**config.mk**
```make
export PLATFORM = sky130hd
export DESIGN_NAME = cprt_ram
export DESIGN_NICKNAME = d
export VERILOG_FILES = /design/src/design/cprt_ram.sv
export SDC_FILE = /design/constraint.sdc
export NUM_CORES = 1
export LEC_CHECK = 0
export ABC_AREA = 1
export CELL_PAD_IN_SITES_DETAIL_PLACEMENT = 0
export CELL_PAD_IN_SITES_GLOBAL_PLACEMENT = 2
export CORE_MARGIN = 5
export CORE_UTILIZATION = 38
export CTS_CLUSTER_DIAMETER = 80
export CTS_CLUSTER_SIZE = 12
export DETAILED_ROUTE_END_ITERATION = 12
export DONT_BUFFER_PORTS = 1
export HOLD_SLACK_MARGIN = 0.02
export PLACE_DENSITY_LB_ADDON = 0.1
export SYNTH_ARGS = -nofsm -noshare
export SYNTH_HDL_FRONTEND = slang
export SYNTH_SLANG_ARGS = --single-unit
```
**constraint.sdc**
```tcl
create_clock -name clk -period 1.05 [get_ports clk]
set_input_delay 0.1575 -clock clk [delete_from_list [all_inputs] [get_ports clk]]
set_output_delay 0.1575 -clock clk [all_outputs]
set_load 0.02 [all_outputs]
```
**src/design/cprt_ram.sv**
```systemverilog
// ----------------------------------------------------------------------------
// cprt_ram
// Simple dual-port RAM: one write port, one read port, registered read data.
// ----------------------------------------------------------------------------
module cprt_ram
#(
    parameter int WIDTH = 8,
    parameter int DEPTH = 2
)
(
    input  logic                     clk,
    input  logic                     we,
    input  logic [$clog2(DEPTH)-1:0] waddr,
    input  logic [WIDTH-1:0]         wdata,
    input  logic [$clog2(DEPTH)-1:0] raddr,
    output logic [WIDTH-1:0]         rdata
);

    logic [WIDTH-1:0] mem_reg [DEPTH];
    logic [WIDTH-1:0] rdata_reg;

    always_ff @(posedge clk)
    begin
        if (we)
        begin
            mem_reg[waddr] <= wdata;
        end
        rdata_reg <= mem_reg[raddr];
    end

    assign rdata = rdata_reg;

endmodule

```
* Word level (Yosys, flattened, before mapping) *
Memory sizes are Yosys's and may differ from the RTL's. A register that Yosys moved wholly into a read port is not among the register bits.
Index checks and enable logic that the tools add are counted.
W data, S select, Z words.

word-level totals
  RAM bits = 16
  memories kept = 1
  flip-flop bits (word level) = 0
  output and inout port bits = 8
  logic and storage cells = 3

operators by class
  multiplexer cells = 2

memories
  name     depth  width  read ports  clocked after memory_dff  wr ports  line  source
  mem_reg  2      8      1           1                         1         19    logic [WIDTH-1:0] mem_reg [DEPTH];

operator list
  kind     count
  $mux W1  2

* Logic depth before layout (Yosys ltp) *
  depth after elaboration = 2
  mapped depth = 4
  depth with buffers taken out = 3

* Worst setup path after synthesis *
Ideal clock, no wire load.

  path kind = input -> register
  start point = in we
  end point = mem mem_reg[0][0], enable pin
  setup time = 0.371 ns
  buffers on the path = 0
  data required time = 0.679 ns
  data arrival time = 0.546 ns
  path slack = 0.133 ns
  stages on the path = 2
  cell sequence = inv_1 -> nor2_1

between the ends
  cells in the longest elaborated chain, start to end = 2

RTL lines
  what                           line  source
  start, declared                12    input logic we,
  $mux W1                        24    if (we)
  $mux W1 (implied by the code)  26    mem_reg[waddr] <= wdata;
  end, declared                  19

Every way passes these cells.

* Worst setup path in the final report *
  start point = reg rdata_reg[6] (netlist: rdata[6]) (read register of mem_reg)
  end point = out rdata[6]

RTL lines
  what             line  source
  start, declared  20    logic [WIDTH-1:0] rdata_reg;
  end, declared    16    output logic [WIDTH-1:0] rdata

No word-level cell between the ends.

==> Implementation_results.wiki <==
{| class="wikitable"
! Metric !! Value
|-
| Die Footprint || 3000 um2
|-
| Num ports || 20
|-
| Floorplan core area || 1940 um2
|-
| Horizontal extent of the die || roughly 55 um
|-
| Final critical-path required period || 0.906 ns
|-
| Biggest area contributors in the synthesized netlist || sky130_fd_sc_hd__edfxtp_1 63%, sky130_fd_sc_hd__dfxtp_1 21%, sky130_fd_sc_hd__nand2_1 12%, sky130_fd_sc_hd__buf_6 1.5%, sky130_fd_sc_hd__inv_1 0.99%
|-
| Count of flip-flops with a built-in enable after synthesis || 16
|-
| CTS Hold Bufs || 9
|-
| Level count of the clock H-tree || 1
|-
| Maximum operating frequency || 1.10 GHz
|-
| GRT Resource Usage Total || under 10%
|-
| Total setup buffers inserted after CTS || 0
|-
| Post-route setup TNS || 0 ns
|-
| Count of mapped cells out of synthesis || 54
|-
| List of most frequent post-synthesis cells || 25 x sky130_fd_sc_hd__nand2_1, 16 x sky130_fd_sc_hd__edfxtp_1, 8 x sky130_fd_sc_hd__dfxtp_1
|-
| Endpoints failing setup || 0
|-
| Type of origin of the critical path || flip-flop
|-
| Total CTS buffers || 3
|-
| Number of buffers inserted by port buffering || 0
|-
| Violation count after the first detailed-route iteration || 8
|-
| FF/Latch Area || 641 um2
|-
| Leakage Power || between 0.3 and 0.4 nW
|-
| Share of flip-flops with an asynchronous set or reset after synthesis || 0%
|-
| Run status || complete, no violations
|-
| Critical Path Fanout Max || 1
|-
| Data required time of the critical path || ~0.89 ns
|-
| Half-perimeter wire length of the detailed placement result || ~790 um
|-
| Hold wc startpoint || raddr
|-
| Wirelength per Cell || about 12 um
|-
| Overall routed net length || 1100 um
|-
| Number of vias per cell || just over 4
|-
| TritonCTS clock tree || built
|-
| Slew at the pin closest to its max-slew limit || 0.309 ns
|-
| Final antenna diode count || 0
|-
| Final design utilization || approximately 47%
|-
| Overflow left after global routing || 0
|-
| DRC Markers || 0
|-
| Final Net Count || 81
|-
| Via count || slightly below 400
|-
| Nature of the critical path endpoint || primary output
|-
| Most common cell in the synthesized netlist || sky130_fd_sc_hd__nand2_1
|-
| Crit Path Class || flip-flop to primary output
|-
| Synth Cell Area || approximately 760 um2
|-
| Pre-antenna DRT Iters || 4
|-
| Vertical die dimension || roughly 55 um
|-
| Area taken by multi-input logic gates || 97.6 um2
|-
| Count of fill cells added during filler insertion || about 190
|-
| Number of antenna violations at the first check in global routing || 0
|-
| Number of global-route vias before repair || 416
|-
| Total of flip-flops plus latches after synthesis || 24
|-
| Post-Syn Nets || between 60 and 70
|-
| Syn avg cell area || roughly 14 um2
|-
| Peak supply drop || ~950 uV
|-
| Endpoints failing hold || 0
|-
| Number of different library cells in the post-synthesis netlist || 7
|-
| Number of instances resized during post-cts repair || 0
|-
| PD cells || around 1800 nW/um2
|-
| Launch point of the worst path || rdata[6]
|-
| Max-slew headroom || between 70% and 80%
|-
| Part of the Yosys area used for sequential elements || 84.2%
|-
| Worst-skew pair later-pin latency || ~0.30 ns
|-
| Tcrit/Tclk final || a little under nine tenths
|-
| Largest net degree at the start of global routing || 14
|-
| Pre-CTS setup slack || approximately 0.24 ns
|-
| Clock Root Buffer || sky130_fd_sc_hd__clkbuf_4
|-
| DRT antenna net count || 0
|-
| Top-area cell type share of the netlist area || between 60 and 70%
|-
| Max-cap violation count || 0
|-
| Register clock-pin slew on the reported worst setup and hold paths || 0.12 ns
|-
| First-pass GRT wire length || ~1700 um
|-
| Layout cells sized above 1 || under 10%
|-
| Hold WC Path Type || primary input to flip-flop
|-
| Unrepaired setup endpoints after global routing || no
|-
| Arrival time at the worst endpoint || 0.75 ns
|-
| Final-report max-slew violation count || 0
|-
| Sinks on Clock Net || 24
|-
| Final worst setup slack || ~0.14 ns
|-
| Number of flip-flops under the largest register name || 16
|-
| Maximum clock path buffer count || 2
|-
| Starting utilization of the core area || a little under 40%
|-
| Yosys warning count || 0
|-
| Worst R2R Start || mem_reg[1][1]
|-
| Final weighted congestion in routability-driven placement || roughly 0.7
|-
| Most area-hungry cell type in the Yosys netlist || sky130_fd_sc_hd__edfxtp_1
|-
| Row cnt || 16
|-
| Area growth from synthesis to layout || 20.2%
|-
| Synth Flop Type || sky130_fd_sc_hd__edfxtp_1
|-
| Worst Clk Skew || around 0.0065 ns
|}
==> per-layer routing <==
metal	global-route usage, %	routed length (um)	vias to the layer above
met5	0	0	-
met1	9.42	431	177
met2	14.8	604	11
met3	3.54	67	0
met4	2.49	0	0
li1	-	-	203
==> worst reg2reg max path: stages, from the launching register on <==
cell                       delay (ns)
sky130_fd_sc_hd__edfxtp_1        0.39
sky130_fd_sc_hd__nand2_1         0.08
sky130_fd_sc_hd__nand2_1         0.06
==> cell type report <==
| cell class | instances | area share [%] |
|---|---|---|
| clock buffers | 3 | 2.46 |
| well taps | 27 | 3.69 |
| repair buffers | 11 | 11.5 |
| flip-flops and latches | 24 | 70.0 |
| inverters | 3 | 1.23 |
| clock inverters | 1 | 0.410 |
| multi-input cells | 26 | 10.7 |
==> final timing paths <==
kind	slack, ns	endpoint	depth (start not counted)
hold / removal	0.04	rdata[7]	3
setup reg to reg	0.44	rdata[1]	2
hold reg to reg	0.45	rdata[7]	2
setup / recovery	0.14	rdata[6]	0
==> stage by stage <==
stage	instance area, um2	cells	power (mW)	hold slack (ns)
after floorplan	761	54	1.20	0.256
after global placement	798	82	1.21	0.256
after detailed placement	798	82	1.21	0.257
after CTS	915	95	1.62	0.0401
after global routing	915	95	1.68	0.0490
final	915	95	1.60	0.0412
==> cell families (layout without fill, tap and decap cells) <==
family	Yosys count	after routing	synth area share, %
buffers and inverters	4	18	2.96
DFF	24	24	84.2
and+or+nand+nor	26	26	12.8
==> where the power goes <==
part	switching, mW	internal, mW
logic	0.0442	0.0412
clock network	0.242	0.138
registers	0.0544	1.08
==> placed cells by master, fill, tap and decap left out <==
cell type	count
sky130_fd_sc_hd__clkbuf_4	3
sky130_fd_sc_hd__edfxtp_1	16
sky130_fd_sc_hd__dlygate4sd3_1	9
sky130_fd_sc_hd__nor2_1	1
sky130_fd_sc_hd__inv_1	2
sky130_fd_sc_hd__clkinv_1	1
sky130_fd_sc_hd__nand2_1	25
sky130_fd_sc_hd__inv_2	1
sky130_fd_sc_hd__buf_4	2
sky130_fd_sc_hd__dfxtp_1	8
(Power assumes the default switching activity.)
